[src/design/assert_macros.svh]
// Assertion macros shared by the RTL of the tone generator.
// Define ASSERT_OFF to compile the checks away.
`ifndef ASSERT_MACROS_SVH
`define ASSERT_MACROS_SVH
`ifndef ASSERT_OFF
// Check that a property holds at every clock edge outside reset.
`define ASSERT_HOLDS(label, clk, rst_n, prop, msg) \
    label: assert property (@(posedge clk) disable iff (!rst_n) (prop)) else $error(msg);
// Check that a consequent holds in the cycle after its antecedent.
`define ASSERT_NEXT(label, clk, rst_n, ante, cons, msg) \
    label: assert property (@(posedge clk) disable iff (!rst_n) (ante) |=> (cons)) else $error(msg);
`else
`define ASSERT_HOLDS(label, clk, rst_n, prop, msg)
`define ASSERT_NEXT(label, clk, rst_n, ante, cons, msg)
`endif
`endif

[src/design/sctg_pkg.sv]
// ----------------------------------------------------------------------------
// sctg_pkg
// Shared constants and types of the cadenced sine tone generator.
// ----------------------------------------------------------------------------
package sctg_pkg;

    localparam int CFG_IDX_W  = 8;
    localparam int CFG_DATA_W = 24;
    localparam int INC_W      = 16;
    localparam int AMP_W      = 15;
    localparam int COUNT_W    = 24;
    localparam int SAMPLE_W   = 16;
    localparam int MAG_W      = 16;

    // Register indexes of the configuration port
    localparam logic [CFG_IDX_W-1:0] REG_PHASE_INC   = 8'd0;
    localparam logic [CFG_IDX_W-1:0] REG_AMPLITUDE   = 8'd1;
    localparam logic [CFG_IDX_W-1:0] REG_ON_SAMPLES  = 8'd2;
    localparam logic [CFG_IDX_W-1:0] REG_OFF_SAMPLES = 8'd3;

    localparam logic [INC_W-1:0]   PHASE_INC_RST   = 16'd4096;
    localparam logic [AMP_W-1:0]   AMPLITUDE_RST   = 15'd1000;
    localparam logic [COUNT_W-1:0] ON_SAMPLES_RST  = 24'd8000;
    localparam logic [COUNT_W-1:0] OFF_SAMPLES_RST = 24'd8000;
    localparam logic [COUNT_W-1:0] COUNT_MAX       = 24'hFFFFFF;

    // pi in Q30, used to build the quarter-wave table
    localparam longint unsigned PI_Q30 = 64'd3373259426;

    // Control travelling with a sample down the pipeline
    typedef struct packed {
        logic valid;
        logic tone;
    } stage_ctl_t;

endpackage

[src/design/sctg_ifs.sv]
// ----------------------------------------------------------------------------
// sctg_ifs
// Valid/ready channels of the tone generator: tick in, sample out, config.
// ----------------------------------------------------------------------------
interface sctg_tick_if;
    logic valid;
    logic ready;
    logic alarm_on;

    modport source (output valid, output alarm_on, input ready);
    modport sink (input valid, input alarm_on, output ready);
endinterface

interface sctg_sample_if;
    import sctg_pkg::*;
    logic                       valid;
    logic                       ready;
    logic signed [SAMPLE_W-1:0] audio_sample;
    logic                       tone_active;

    modport source (output valid, output audio_sample, output tone_active, input ready);
    modport sink (input valid, input audio_sample, input tone_active, output ready);
endinterface

interface sctg_cfg_if;
    import sctg_pkg::*;
    logic                  valid;
    logic                  ready;
    logic [CFG_IDX_W-1:0]  index;
    logic [CFG_DATA_W-1:0] data;

    modport source (output valid, output index, output data, input ready);
    modport sink (input valid, input index, input data, output ready);
endinterface

[src/design/sctg_cadence.sv]
// ----------------------------------------------------------------------------
// sctg_cadence
// Tone/silence cadence, phase accumulator and the first pipeline register.
// ----------------------------------------------------------------------------
module sctg_cadence #(
    parameter int PHASE_BITS = 16
) (
    input  logic                           clk,
    input  logic                           rst_n,
    input  logic                           take,
    input  logic                           load,
    input  logic [sctg_pkg::INC_W-1:0]     phase_inc,
    input  logic [sctg_pkg::COUNT_W-1:0]   on_samples,
    input  logic [sctg_pkg::COUNT_W-1:0]   off_samples,
    output sctg_pkg::stage_ctl_t           s1_ctl,
    output logic [PHASE_BITS-1:0]          s1_phase
);
    import sctg_pkg::*;

    logic [PHASE_BITS-1:0]       phase_reg;
    logic [PHASE_BITS-1:0]       phase_next;
    logic                        tone_reg;
    logic                        tone_next;
    logic [COUNT_W-1:0]          count_reg;
    logic [COUNT_W-1:0]          count_next;
    logic                        expired;
    logic                        tone_now;
    logic [COUNT_W-1:0]          count_base;
    logic [PHASE_BITS+INC_W-1:0] inc_wide;
    logic [PHASE_BITS-1:0]       inc_ext;
    logic                        s1_valid_reg;
    logic                        s1_tone_reg;
    logic [PHASE_BITS-1:0]       s1_phase_reg;

    // Fit the increment to the accumulator width (zero-extend or truncate)
    assign inc_wide = {{PHASE_BITS{1'b0}}, phase_inc};
    assign inc_ext  = inc_wide[PHASE_BITS-1:0];

    always_comb
    begin
        expired    = tone_reg ? (count_reg >= on_samples) : (count_reg >= off_samples);
        tone_now   = tone_reg ^ expired;
        count_base = expired ? '0 : count_reg;
        tone_next  = tone_reg;
        count_next = count_reg;
        phase_next = phase_reg;
        if (take)
        begin
            tone_next  = tone_now;
            count_next = (count_base == COUNT_MAX) ? COUNT_MAX
                                                   : COUNT_W'(count_base + 1'b1);
            if (tone_now)
            begin
                phase_next = phase_reg + inc_ext;
            end
        end
    end

    always_ff @(posedge clk or negedge rst_n)
    begin
        if (!rst_n)
        begin
            phase_reg    <= '0;
            tone_reg     <= 1'b1;
            count_reg    <= '0;
            s1_valid_reg <= 1'b0;
        end
        else
        begin
            phase_reg <= phase_next;
            tone_reg  <= tone_next;
            count_reg <= count_next;
            if (load)
            begin
                s1_valid_reg <= take;
            end
        end
    end

    // Hold the phase before the advance: the sample uses it
    always_ff @(posedge clk)
    begin
        if (load && take)
        begin
            s1_tone_reg  <= tone_now;
            s1_phase_reg <= phase_reg;
        end
    end

    assign s1_ctl.valid = s1_valid_reg;
    assign s1_ctl.tone  = s1_tone_reg;
    assign s1_phase     = s1_phase_reg;

endmodule

[src/design/sctg_tone.sv]
// ----------------------------------------------------------------------------
// sctg_tone
// Quarter-wave sine lookup and amplitude scaling, with the result register.
// ----------------------------------------------------------------------------
module sctg_tone #(
    parameter int PHASE_BITS       = 16,
    parameter int SINE_TABLE_DEPTH = 256
) (
    input  logic                                clk,
    input  logic                                rst_n,
    input  sctg_pkg::stage_ctl_t                s1_ctl,
    input  logic [PHASE_BITS-1:0]               s1_phase,
    input  logic [sctg_pkg::AMP_W-1:0]          amplitude,
    input  logic                                out_ready,
    output logic                                s2_load,
    output logic                                out_valid,
    output logic signed [sctg_pkg::SAMPLE_W-1:0] out_sample,
    output logic                                out_tone
);
    import sctg_pkg::*;

    localparam int POS_W  = $clog2(4 * SINE_TABLE_DEPTH);
    localparam int PROD_W = PHASE_BITS + POS_W;
    localparam int IDX_W  = $clog2(SINE_TABLE_DEPTH);
    localparam int J_W    = $clog2(SINE_TABLE_DEPTH + 1);

    typedef logic [MAG_W-1:0] lut_t [SINE_TABLE_DEPTH];

    // sin(pi/2 * k / depth) in Q15 by an odd Taylor series in Q30
    function automatic logic [MAG_W-1:0] sine_entry(longint unsigned k);
        longint unsigned x;
        longint unsigned t;
        longint          s;
        longint          r;
        x = (PI_Q30 * k) / (2 * SINE_TABLE_DEPTH);
        t = x;
        s = longint'(x);
        t = (t * x) >> 30; t = (t * x) >> 30; t = t / 6;   s = s - longint'(t);
        t = (t * x) >> 30; t = (t * x) >> 30; t = t / 20;  s = s + longint'(t);
        t = (t * x) >> 30; t = (t * x) >> 30; t = t / 42;  s = s - longint'(t);
        t = (t * x) >> 30; t = (t * x) >> 30; t = t / 72;  s = s + longint'(t);
        t = (t * x) >> 30; t = (t * x) >> 30; t = t / 110; s = s - longint'(t);
        t = (t * x) >> 30; t = (t * x) >> 30; t = t / 156; s = s + longint'(t);
        t = (t * x) >> 30; t = (t * x) >> 30; t = t / 210; s = s - longint'(t);
        if (s < 0)
        begin
            s = 0;
        end
        r = (s + 64'sd16384) >>> 15;
        if (r > 32768)
        begin
            r = 32768;
        end
        return MAG_W'(r);
    endfunction

    function automatic lut_t build_lut();
        lut_t tbl;
        for (int k = 0; k < SINE_TABLE_DEPTH; k++)
        begin
            tbl[k] = sine_entry(longint'(k));
        end
        return tbl;
    endfunction

    localparam lut_t             SINE_LUT = build_lut();
    localparam logic [MAG_W-1:0] SINE_TOP = sine_entry(longint'(SINE_TABLE_DEPTH));

    logic [PROD_W-1:0]        pos_prod;
    logic [POS_W-1:0]         pos;
    logic [1:0]               quad;
    logic [POS_W-1:0]         offset;
    logic [J_W-1:0]           j;
    logic [MAG_W-1:0]         mag;
    logic                     s2_valid_reg;
    logic                     s2_tone_reg;
    logic                     s2_neg_reg;
    logic [MAG_W-1:0]         s2_mag_reg;
    logic                     s3_load;
    logic [MAG_W+AMP_W-1:0]   scaled;
    logic [SAMPLE_W-1:0]      mag_out;
    logic                     out_valid_reg;
    logic                     out_tone_reg;
    logic [SAMPLE_W-1:0]      out_sample_reg;

    // Table position: phase * 4 * depth over one turn
    assign pos_prod = {{POS_W{1'b0}}, s1_phase} * PROD_W'(4 * SINE_TABLE_DEPTH);
    assign pos      = pos_prod[PROD_W-1:PHASE_BITS];

    always_comb
    begin
        if (pos >= POS_W'(3 * SINE_TABLE_DEPTH))
        begin
            quad   = 2'd3;
            offset = POS_W'(3 * SINE_TABLE_DEPTH);
        end
        else if (pos >= POS_W'(2 * SINE_TABLE_DEPTH))
        begin
            quad   = 2'd2;
            offset = POS_W'(2 * SINE_TABLE_DEPTH);
        end
        else if (pos >= POS_W'(SINE_TABLE_DEPTH))
        begin
            quad   = 2'd1;
            offset = POS_W'(SINE_TABLE_DEPTH);
        end
        else
        begin
            quad   = 2'd0;
            offset = '0;
        end
        // Odd quadrants read the table backward
        j = J_W'(pos - offset);
        if (quad[0])
        begin
            j = J_W'(SINE_TABLE_DEPTH) - j;
        end
        mag = (j == J_W'(SINE_TABLE_DEPTH)) ? SINE_TOP : SINE_LUT[j[IDX_W-1:0]];
    end

    assign s3_load = !out_valid_reg || out_ready;
    assign s2_load = !s2_valid_reg || s3_load;

    always_ff @(posedge clk or negedge rst_n)
    begin
        if (!rst_n)
        begin
            s2_valid_reg  <= 1'b0;
            out_valid_reg <= 1'b0;
        end
        else
        begin
            if (s2_load)
            begin
                s2_valid_reg <= s1_ctl.valid;
            end
            if (s3_load)
            begin
                out_valid_reg <= s2_valid_reg;
            end
        end
    end

    // Silence drops the magnitude to zero
    always_ff @(posedge clk)
    begin
        if (s2_load)
        begin
            s2_tone_reg <= s1_ctl.tone;
            s2_neg_reg  <= quad[1];
            s2_mag_reg  <= s1_ctl.tone ? mag : '0;
        end
    end

    assign scaled  = s2_mag_reg * {{MAG_W{1'b0}}, amplitude};
    assign mag_out = scaled[MAG_W+AMP_W-1:AMP_W];

    always_ff @(posedge clk)
    begin
        if (s3_load)
        begin
            out_tone_reg   <= s2_tone_reg;
            out_sample_reg <= s2_neg_reg ? (~mag_out + 1'b1) : mag_out;
        end
    end

    assign out_valid  = out_valid_reg;
    assign out_tone   = out_tone_reg;
    assign out_sample = $signed(out_sample_reg);

endmodule

[src/design/cadenced_sine_tone_generator_unit.sv]
// ----------------------------------------------------------------------------
// cadenced_sine_tone_generator_unit
// Alarm beeper: sine tone gated by an on/off cadence, one sample per ringing tick.
// A sample passes the cadence, lookup and output registers after its tick.
// Throughput: one tick per cycle unless the sample output is stalled.
// Ticks with alarm_on clear are taken like other ticks but produce no sample.
// Reset: phase 0, tone phase, count 0, registers to their default values.
// ----------------------------------------------------------------------------
`include "assert_macros.svh"

module cadenced_sine_tone_generator_unit #(
    parameter int PHASE_BITS       = 16,
    parameter int SINE_TABLE_DEPTH = 256
) (
    input  logic          clk,
    input  logic          rst_n,
    sctg_tick_if.sink     tick,
    sctg_sample_if.source sample,
    sctg_cfg_if.sink      cfg
);
    import sctg_pkg::*;

    logic [INC_W-1:0]      phase_inc_reg;
    logic [AMP_W-1:0]      amplitude_reg;
    logic [COUNT_W-1:0]    on_samples_reg;
    logic [COUNT_W-1:0]    off_samples_reg;
    stage_ctl_t            s1_ctl;
    logic [PHASE_BITS-1:0] s1_phase;
    logic                  s1_load;
    logic                  s2_load;
    logic                  take;

    // Configuration writes are always accepted
    assign cfg.ready = 1'b1;

    always_ff @(posedge clk or negedge rst_n)
    begin
        if (!rst_n)
        begin
            phase_inc_reg   <= PHASE_INC_RST;
            amplitude_reg   <= AMPLITUDE_RST;
            on_samples_reg  <= ON_SAMPLES_RST;
            off_samples_reg <= OFF_SAMPLES_RST;
        end
        else if (cfg.valid)
        begin
            // Drop writes to indexes outside the register list
            unique case (cfg.index)
                REG_PHASE_INC:   phase_inc_reg   <= cfg.data[INC_W-1:0];
                REG_AMPLITUDE:   amplitude_reg   <= cfg.data[AMP_W-1:0];
                REG_ON_SAMPLES:  on_samples_reg  <= cfg.data[COUNT_W-1:0];
                REG_OFF_SAMPLES: off_samples_reg <= cfg.data[COUNT_W-1:0];
                default:         ;
            endcase
        end
    end

    // First stage advances when it is empty or the lookup stage takes it
    assign s1_load    = !s1_ctl.valid || s2_load;
    assign tick.ready = s1_load;
    // Only ringing ticks touch the cadence and produce a sample
    assign take       = tick.valid && tick.ready && tick.alarm_on;

    sctg_cadence #(
        .PHASE_BITS (PHASE_BITS)
    ) u_cadence (
        .clk         (clk),
        .rst_n       (rst_n),
        .take        (take),
        .load        (s1_load),
        .phase_inc   (phase_inc_reg),
        .on_samples  (on_samples_reg),
        .off_samples (off_samples_reg),
        .s1_ctl      (s1_ctl),
        .s1_phase    (s1_phase)
    );

    sctg_tone #(
        .PHASE_BITS       (PHASE_BITS),
        .SINE_TABLE_DEPTH (SINE_TABLE_DEPTH)
    ) u_tone (
        .clk        (clk),
        .rst_n      (rst_n),
        .s1_ctl     (s1_ctl),
        .s1_phase   (s1_phase),
        .amplitude  (amplitude_reg),
        .out_ready  (sample.ready),
        .s2_load    (s2_load),
        .out_valid  (sample.valid),
        .out_sample (sample.audio_sample),
        .out_tone   (sample.tone_active)
    );

    `ASSERT_HOLDS(a_silence_is_zero, clk, rst_n,
        sample.valid && !sample.tone_active |-> sample.audio_sample == '0,
        "silence sample is not zero")
    `ASSERT_HOLDS(a_no_negative_full_scale, clk, rst_n,
        sample.valid |-> sample.audio_sample != 16'h8000,
        "sample magnitude exceeds 32767")
    `ASSERT_HOLDS(a_stall_means_full, clk, rst_n,
        !tick.ready |-> sample.valid && !sample.ready,
        "tick stalled while the output is free")
    `ASSERT_NEXT(a_take_fills_stage, clk, rst_n, take, s1_ctl.valid,
        "ringing tick did not enter the pipeline")

endmodule

[src/flat_wrapper.sv]
// flat-port wrapper written by rule: the top's interface ports become plain ports
module cadenced_sine_tone_generator_unit_flat import sctg_pkg::*;
#(
    parameter int PHASE_BITS       = 16,
    parameter int SINE_TABLE_DEPTH = 256
)
  (clk, rst_n, tick_valid, tick_alarm_on, tick_ready, sample_valid, sample_audio_sample, sample_tone_active, sample_ready, cfg_valid, cfg_index, cfg_data, cfg_ready);
  sctg_tick_if tick_i ();
  sctg_sample_if sample_i ();
  sctg_cfg_if cfg_i ();
  input  logic clk;
  input  logic rst_n;
  input wire logic [$bits(tick_i.valid)-1:0] tick_valid;
  input wire logic [$bits(tick_i.alarm_on)-1:0] tick_alarm_on;
  output wire logic [$bits(tick_i.ready)-1:0] tick_ready;
  output wire logic [$bits(sample_i.valid)-1:0] sample_valid;
  output wire logic [$bits(sample_i.audio_sample)-1:0] sample_audio_sample;
  output wire logic [$bits(sample_i.tone_active)-1:0] sample_tone_active;
  input wire logic [$bits(sample_i.ready)-1:0] sample_ready;
  input wire logic [$bits(cfg_i.valid)-1:0] cfg_valid;
  input wire logic [$bits(cfg_i.index)-1:0] cfg_index;
  input wire logic [$bits(cfg_i.data)-1:0] cfg_data;
  output wire logic [$bits(cfg_i.ready)-1:0] cfg_ready;
  assign tick_i.valid = tick_valid;
  assign tick_i.alarm_on = tick_alarm_on;
  assign tick_ready = tick_i.ready;
  assign sample_valid = sample_i.valid;
  assign sample_audio_sample = sample_i.audio_sample;
  assign sample_tone_active = sample_i.tone_active;
  assign sample_i.ready = sample_ready;
  assign cfg_i.valid = cfg_valid;
  assign cfg_i.index = cfg_index;
  assign cfg_i.data = cfg_data;
  assign cfg_ready = cfg_i.ready;
  cadenced_sine_tone_generator_unit #(.PHASE_BITS(PHASE_BITS), .SINE_TABLE_DEPTH(SINE_TABLE_DEPTH)) u_core (.clk(clk), .rst_n(rst_n), .tick(tick_i), .sample(sample_i), .cfg(cfg_i));
endmodule
[config.mk]
export PLATFORM = sky130hd
export DESIGN_NAME = cadenced_sine_tone_generator_unit_flat
export DESIGN_NICKNAME = d
export VERILOG_FILES = /design/src/design/sctg_pkg.sv /design/src/design/sctg_ifs.sv /design/src/design/sctg_cadence.sv /design/src/design/sctg_tone.sv /design/src/design/cadenced_sine_tone_generator_unit.sv /design/src/flat_wrapper.sv
export VERILOG_INCLUDE_DIRS = /design/src /design/src/design
export SDC_FILE = /design/constraint.sdc
export NUM_CORES = 1
export LEC_CHECK = 0
export BUFFER_PORTS_ARGS = -buffer_cell sky130_fd_sc_hd__buf_2
export CAP_MARGIN = 15
export CORE_UTILIZATION = 41
export DETAILED_ROUTE_END_ITERATION = 6
export SLEW_MARGIN = 20
export SYNTH_ARGS = -nofsm -noshare
export SYNTH_HDL_FRONTEND = slang
export SYNTH_HIERARCHICAL = 1
export SYNTH_SLANG_ARGS = --single-unit
[constraint.sdc]
create_clock -name clk -period 19.15 [get_ports clk]
set_input_delay 3.83 -clock clk [delete_from_list [all_inputs] [get_ports clk]]
set_output_delay 3.83 -clock clk [all_outputs]
set_load 0.02 [all_outputs]
==> qor.yml, run 1 <==
status: "complete, no violations"
cts_tree: "built"
grt_usage_pct: 24.5
dieWidth_um: 230
p_switching_mw: 0.961
drcViolationCount: 0
setup_viol: 0
cts_buffers: 17
hold_violations: 0
grt_max_degree: 75
switching_share_pct: 49.5
crit_required_ns: 15.32
synth_area_per_cell_um2: 8.74
htreeDepth: 4
root_buffer: "clkbuf_16"
worstMarginPinSlew_ns: 1.05
final_cell_area_um2: 22500
gp_congestion: 0.983
postCtsHoldBufs: 0
drtPass1Iterations: 6
viasPerCell: 5.99
fillCellCount: 5021
cp.arrival_ns: 5.35
fin_total_pwr_mw: 1.94
finalCritPeriodShare_pct: 47.9
nNetsFinal: 2765
ios: 58
post_cts_buffers: 0
p_leak_nw: 10.3
clockBufferDepth: 2
crit-reg2reg-launch: "u_core/u_tone/s2_mag_reg[10]$_SDFFCE_PP0P_"
fp-row-count: 83
place_area_um2: 21900
combPwrFrac_pct: 52.8
finalSetupTns_ns: 0
worst-setup-path-type: "primary input to primary output"
antenna_left: 0
max_freq_ghz: 0.109
diodes: 0
dpl.hpwl_um: 45200
vias: 18400
drt_first_iter_violations: 1824
wirelength_um: 63400
irDropWorstVdd_mv: 0.0557
slew_viol_final: 0
endpoint: "tick_ready"
cap_violations: 0
worst_clock_skew_ns: 0.0181
yosysWarnings: 6
start_util_pct: 41.5
cp-startpoint: "sample_ready"
dieArea_um2: 52700
port_buffers: 56
clk_latency_ns: 0.45
hp-class: "flop to flop"
worst_slew_margin_rel_pct: 30.0
routedWlPerCell_um: 20.7
fp.coreArea_um2: 51200
area_growth_pct: 5.82
die_h_um: 230
clkPwrFrac_pct: 17.7
rsz0062_at_grt: "false"
grt_pass1_wl_um: 103000
reg2regPathDepth: 25
start_kind: "primary input"
power.density_nw_per_um2: 86.3
numClockSinks: 169
syn_inst: 2429
antenna_found_initial: 2
cts-resized-gates: 0
r2r_end: "u_core/u_tone/out_sample[14]$_DFFE_PP_"
grt_overflow_total: 0
final_common_cell: "inv_1"
layout_common_cells: "inv_1 (285), nand2_1 (253), fa_1 (180), ha_1 (175), a21oi_1 (141)"
ff2ff_setup_slack_ns: 11.81
clkSlewWorstSetupHoldPaths_ns: 0.07
grt_pass1_vias: 18400
end_kind: "primary output"
pwr-share-seq_pct: 29.6
drive_gt1_share_pct: 11.4
worstPathMaxFanout: 20
finalCriticalPeriod_ns: 9.18
synthesis.area_um2: 21200
syn-num-nets: 2822
internal-power_mw: 0.978
metal layers:
layer	vias to the layer above	share of wire, %	track usage, %
met5	-	0.039	0
met4	4	2.9	8.08
met3	144	8.2	4.30
met2	893	45	38.7
met1	9006	44	33.9
li1	8316	-	-
critical path, stage by stage:
cell      delay (ns)
buf_2           0.10
nand3b_1        0.75
nand2b_1        0.47
buf_2           0.19
per-stage QoR:
step | util (%) | std cells | setup slack [ns] | hold WS [ns]
3_3_place_gp | 42.7 | 3033 | 10.01 | 0.412
2_1_floorplan | - | 2429 | 10.49 | 0.400
4_1_cts | 43.9 | 3065 | 9.92 | 0.435
3_5_place_dp | 42.7 | 3033 | 9.93 | 0.411
5_1_grt | 43.9 | 3065 | 9.84 | 0.447
6_report | 43.9 | 3065 | 9.97 | 0.433
power groups by stage:
| stage | Clock [mW] | Sequential [mW] | Combinational, mW |
|---|---|---|---|
| floorplan | 0 | 0.516 | 0.749 |
| global placement | 0 | 0.575 | 0.984 |
| detailed placement | 0 | 0.579 | 0.992 |
| CTS | 0.353 | 0.572 | 0.999 |
| global route | 0.365 | 0.583 | 1.12 |
| finish | 0.342 | 0.573 | 1.02 |
layout make-up:
cell class	instances	area [um^2]	share of cell area, %
timing repair buffer	81	470	2.09
multi-input combinational	1815	15000	66.7
inverter	288	1080	4.81
sequential	169	4480	20.0
clock buffer	18	429	1.91
tap	680	851	3.79
clock inverter	14	158	0.702
how the worst min path moves through the flow:
stage	from	end	slack (ns)	cells after the start
floorplan	u_core/u_tone/s2_tone_reg$_DFFE_PP_	u_core/u_tone/out_tone$_DFFE_PP_	0.40	0
global placement	u_core/u_tone/s2_tone_reg$_DFFE_PP_	u_core/u_tone/out_tone$_DFFE_PP_	0.41	0
detailed placement	u_core/u_cadence/s1_phase[15]$_DFFE_PP_	u_core/u_tone/s2_neg_reg$_SDFFCE_PP1P_	0.41	0
CTS	u_core/u_cadence/s1_phase[15]$_DFFE_PP_	u_core/u_tone/s2_neg_reg$_SDFFCE_PP1P_	0.44	0
global route	u_core/u_tone/s2_tone_reg$_DFFE_PP_	u_core/u_tone/out_tone$_DFFE_PP_	0.45	0
finish	u_core/u_cadence/s1_phase[15]$_DFFE_PP_	u_core/u_tone/s2_neg_reg$_SDFFCE_PP1P_	0.43	0
Power figures use the tool's default switching activity.
==> inputs of run 2 (changes only) <==
--- a/config.mk
+++ b/config.mk
@@ -6,6 +6,7 @@
 export SDC_FILE = /design/constraint.sdc
 export NUM_CORES = 1
 export LEC_CHECK = 0
+export ABC_AREA = 1
 export BUFFER_PORTS_ARGS = -buffer_cell sky130_fd_sc_hd__buf_2
 export CAP_MARGIN = 15
 export CORE_UTILIZATION = 41
==> constraint.sdc (replaced) <==
create_clock -name clk -period 8.5 [get_ports clk]
set_input_delay 1.7 -clock clk [delete_from_list [all_inputs] [get_ports clk]]
set_output_delay 1.7 -clock clk [all_outputs]
set_load 0.02 [all_outputs]
==> run 2 against run 1 <==
Against the previous run: the run now ends with design-rule violations left; wire length increased by 8.2%; sequential share of layout area decreased by 0.62 points; final area increased by 3.2%; critical path type is now flop to flop; total power increased by 120%; largest power group unchanged.
==> qor.yml, run 2 <==
vias: 20200  # was 18400
irDropWorstVdd_mv: 0.152  # was 0.0557 mV
drt_first_iter_violations: 2169  # was 1824
diodes: 0  # unchanged
crit_required_ns: 8.71  # was 15.32 ns
yosysWarnings: 6  # unchanged
fp.coreArea_um2: 52800  # was 51200 um^2
finalCriticalPeriod_ns: 6.57
clkSlewWorstSetupHoldPaths_ns: 0.07  # about the same
grt.met1_usage_pct: 36.4  # was 33.9%
nNetsFinal: 3564  # was 2765
combPwrFrac_pct: 50.7  # was 52.8%
finalCritPeriodShare_pct: 77.3
root_buffer: "clkbuf_16"  # unchanged
grt_usage_pct: 26.0  # was 24.5%
slew_viol_final: 0  # unchanged
clk_latency_ns: 0.46  # was 0.45 ns
grt_max_degree: 67  # was 75
syn-num-nets: 3599  # was 2822
pwr-share-seq_pct: 31.0  # was 29.6%
place_area_um2: 22600  # was 21900 um^2
grtUsageMet3_pct: 4.03  # was 4.30%
grt_overflow_total: 0  # unchanged
syn_inst: 3206  # was 2429
grt_pass1_wl_um: 110000  # was 103000 um
numClockSinks: 169  # unchanged
seqCellArea_um2: 4480  # unchanged
internal-power_mw: 2.13  # was 0.978 mW
final_cell_area_um2: 23200  # was 22500 um^2
dieWidth_um: 233  # was 230 um
rsz0062_at_grt: "false"  # unchanged
hp-class: "flop to flop"  # unchanged
cp-startpoint: "u_core/u_tone/s2_mag_reg[15]$_SDFFCE_PN0P_"  # was sample_ready
busiest_layer: "met2"  # unchanged
reg2regPathDepth: 29  # was 25
die_h_um: 233  # was 230 um
cap_violations: 0  # unchanged
status: "finished, violations left"  # was complete, no violations
cp.depth: 29  # was 4
worstMarginPinSlew_ns: 1.07  # was 1.05 ns
gp_congestion: 1.05  # was 0.983
grtUsageMet2_pct: 40.7  # was 38.7%
p_switching_mw: 2.22  # was 0.961 mW
post_cts_buffers: 0  # unchanged
dpl.hpwl_um: 52000  # was 45200 um
clockBufferDepth: 2  # unchanged
worst-setup-path-type: "flop to flop"  # was primary input to primary output
pre_cts_slack_ns: 1.97  # was 9.93 ns
dieArea_um2: 54500  # was 52700 um^2
postCtsHoldBufs: 0  # unchanged
viasPerCell: 5.22  # was 5.99
cts_buffers: 17  # unchanged
switching_share_pct: 51.1  # was 49.5%
clkPwrFrac_pct: 18.3  # was 17.7%
fin_util_pct: 43.9  # about the same
antenna_found_initial: 0  # was 2
cp_common_cell: "nand2_1"  # was buf_2
power.density_nw_per_um2: 188  # was 86.3 nW/um^2
layout_common_cells: "nand2_1 (1054), inv_1 (619), nand3_1 (241), fa_1 (180), ha_1 (175)"  # was inv_1 (285), nand2_1 (253), fa_1 (180), ha_1 (175), a21oi_1 (141)
violations: "design-rule violations"
setup_viol: 0  # unchanged
endpoint: "u_core/u_tone/out_sample[12]$_DFFE_PP_"  # was tick_ready
setup_slack_ns: 1.93  # was 9.97 ns
cp.arrival_ns: 6.78  # was 5.35 ns
r2r_end: "u_core/u_tone/out_sample[12]$_DFFE_PP_"  # was u_core/u_tone/out_sample[14]$_DFFE_PP_
worst_slew_margin_rel_pct: 28.6  # was 30.0%
multi_input_area_um2: 14400  # was 15000 um^2
ff2ff_setup_slack_ns: 1.93  # was 11.81 ns
timing.critical_path.buf_inv: 6  # was 2
ios: 58  # unchanged
crit_path_top_delay_cell: "edfxtp_1"  # was nand3b_1
critical_path.max_stage_delay_ns: 0.67  # was 0.75 ns
final_common_cell: "nand2_1"  # was inv_1
cts_tree: "built"  # unchanged
port_buffers: 56  # unchanged
finalSetupTns_ns: 0  # unchanged
crit-reg2reg-launch: "u_core/u_tone/s2_mag_reg[15]$_SDFFCE_PN0P_"  # was u_core/u_tone/s2_mag_reg[10]$_SDFFCE_PP0P_
drtPass1Iterations: 7  # was 6
fp-row-count: 84  # was 83
p_leak_nw: 13.3  # was 10.3 nW
cpLargestDelayFamily: "adder cells"  # was simple AND/OR/NAND/NOR gates
drcViolationCount: 8  # was 0
cts-resized-gates: 0  # unchanged
hold-worst-slack_ns: 0.423  # was 0.433 ns
synthesis.area_um2: 22000  # was 21200 um^2
final_cell_count_no_fill: 3872  # was 3065
post-place-cells: 3840  # was 3033
area_growth_pct: 5.52  # was 5.82%
start_util_pct: 41.6  # was 41.5%
drive_gt1_share_pct: 6.28  # was 11.4%
antenna_left: 0  # unchanged
grt_pass1_vias: 19700  # was 18400
htreeDepth: 4  # unchanged
fillCellCount: 5602  # was 5021
start_kind: "flop"  # was primary input
max_freq_ghz: 0.152
worstPathMaxFanout: 15  # was 20
routedWlPerCell_um: 17.7  # was 20.7 um
end_kind: "flop"  # was primary output
worst_clock_skew_ns: 0.0168  # was 0.0181 ns
fin_total_pwr_mw: 4.35  # was 1.94 mW
synth_area_per_cell_um2: 6.85  # was 8.74 um^2
hold_violations: 0  # unchanged
wirelength_um: 68600  # was 63400 um
## run 2: worst register-to-register path, delay by kind of cell, from the launching register on
family	cells	cell delay [ns]
simple gates	14	1.61
fa+ha+maj	8	3.60
compound gates	1	0.09
buf+inv	6	0.37
flops	1	0.67
## run 2: metal layers
metal | vias up | wire, um
li1 | 9802 | -
met1 | 9431 | 30900
met2 | 818 | 30300
met3 | 153 | 5010
met4 | 0 | 2330
met5 | - | 0
## run 2: power groups by stage
stage | clock [mW] | sequential (mW) | combinational, mW
after detailed placement | 0 | 1.37 | 2.13
after global placement | 0 | 1.36 | 2.15
after global routing | 0.844 | 1.38 | 2.43
after CTS | 0.816 | 1.35 | 2.15
after floorplan | 0 | 1.19 | 1.59
final | 0.797 | 1.35 | 2.21
## run 2: worst min-delay path by stage
stage	from	to	slack (ns)	cells past startpoint
floorplan	u_core/u_tone/s2_tone_reg$_DFFE_PP_	u_core/u_tone/out_tone$_DFFE_PP_	0.40	0
global placement	u_core/u_tone/s2_tone_reg$_DFFE_PP_	u_core/u_tone/out_tone$_DFFE_PP_	0.43	0
detailed placement	u_core/u_cadence/s1_phase[15]$_DFFE_PP_	u_core/u_tone/s2_neg_reg$_SDFFCE_PP1P_	0.41	0
CTS	u_core/u_cadence/s1_phase[15]$_DFFE_PP_	u_core/u_tone/s2_neg_reg$_SDFFCE_PP1P_	0.42	0
global route	u_core/u_cadence/s1_phase[15]$_DFFE_PP_	u_core/u_tone/s2_neg_reg$_SDFFCE_PP1P_	0.43	0
finish	u_core/u_cadence/s1_phase[15]$_DFFE_PP_	u_core/u_tone/s2_neg_reg$_SDFFCE_PP1P_	0.42	0
## run 2: cell type report
cell class / instances / share of cell area, %
clock inverter: 12 / 0.561
inverter: 638 / 10.3
multi-input combinational: 2272 / 62.3
tap: 688 / 3.71
sequential: 169 / 19.3
clock buffer: 20 / 1.98
timing repair buffer: 73 / 1.77
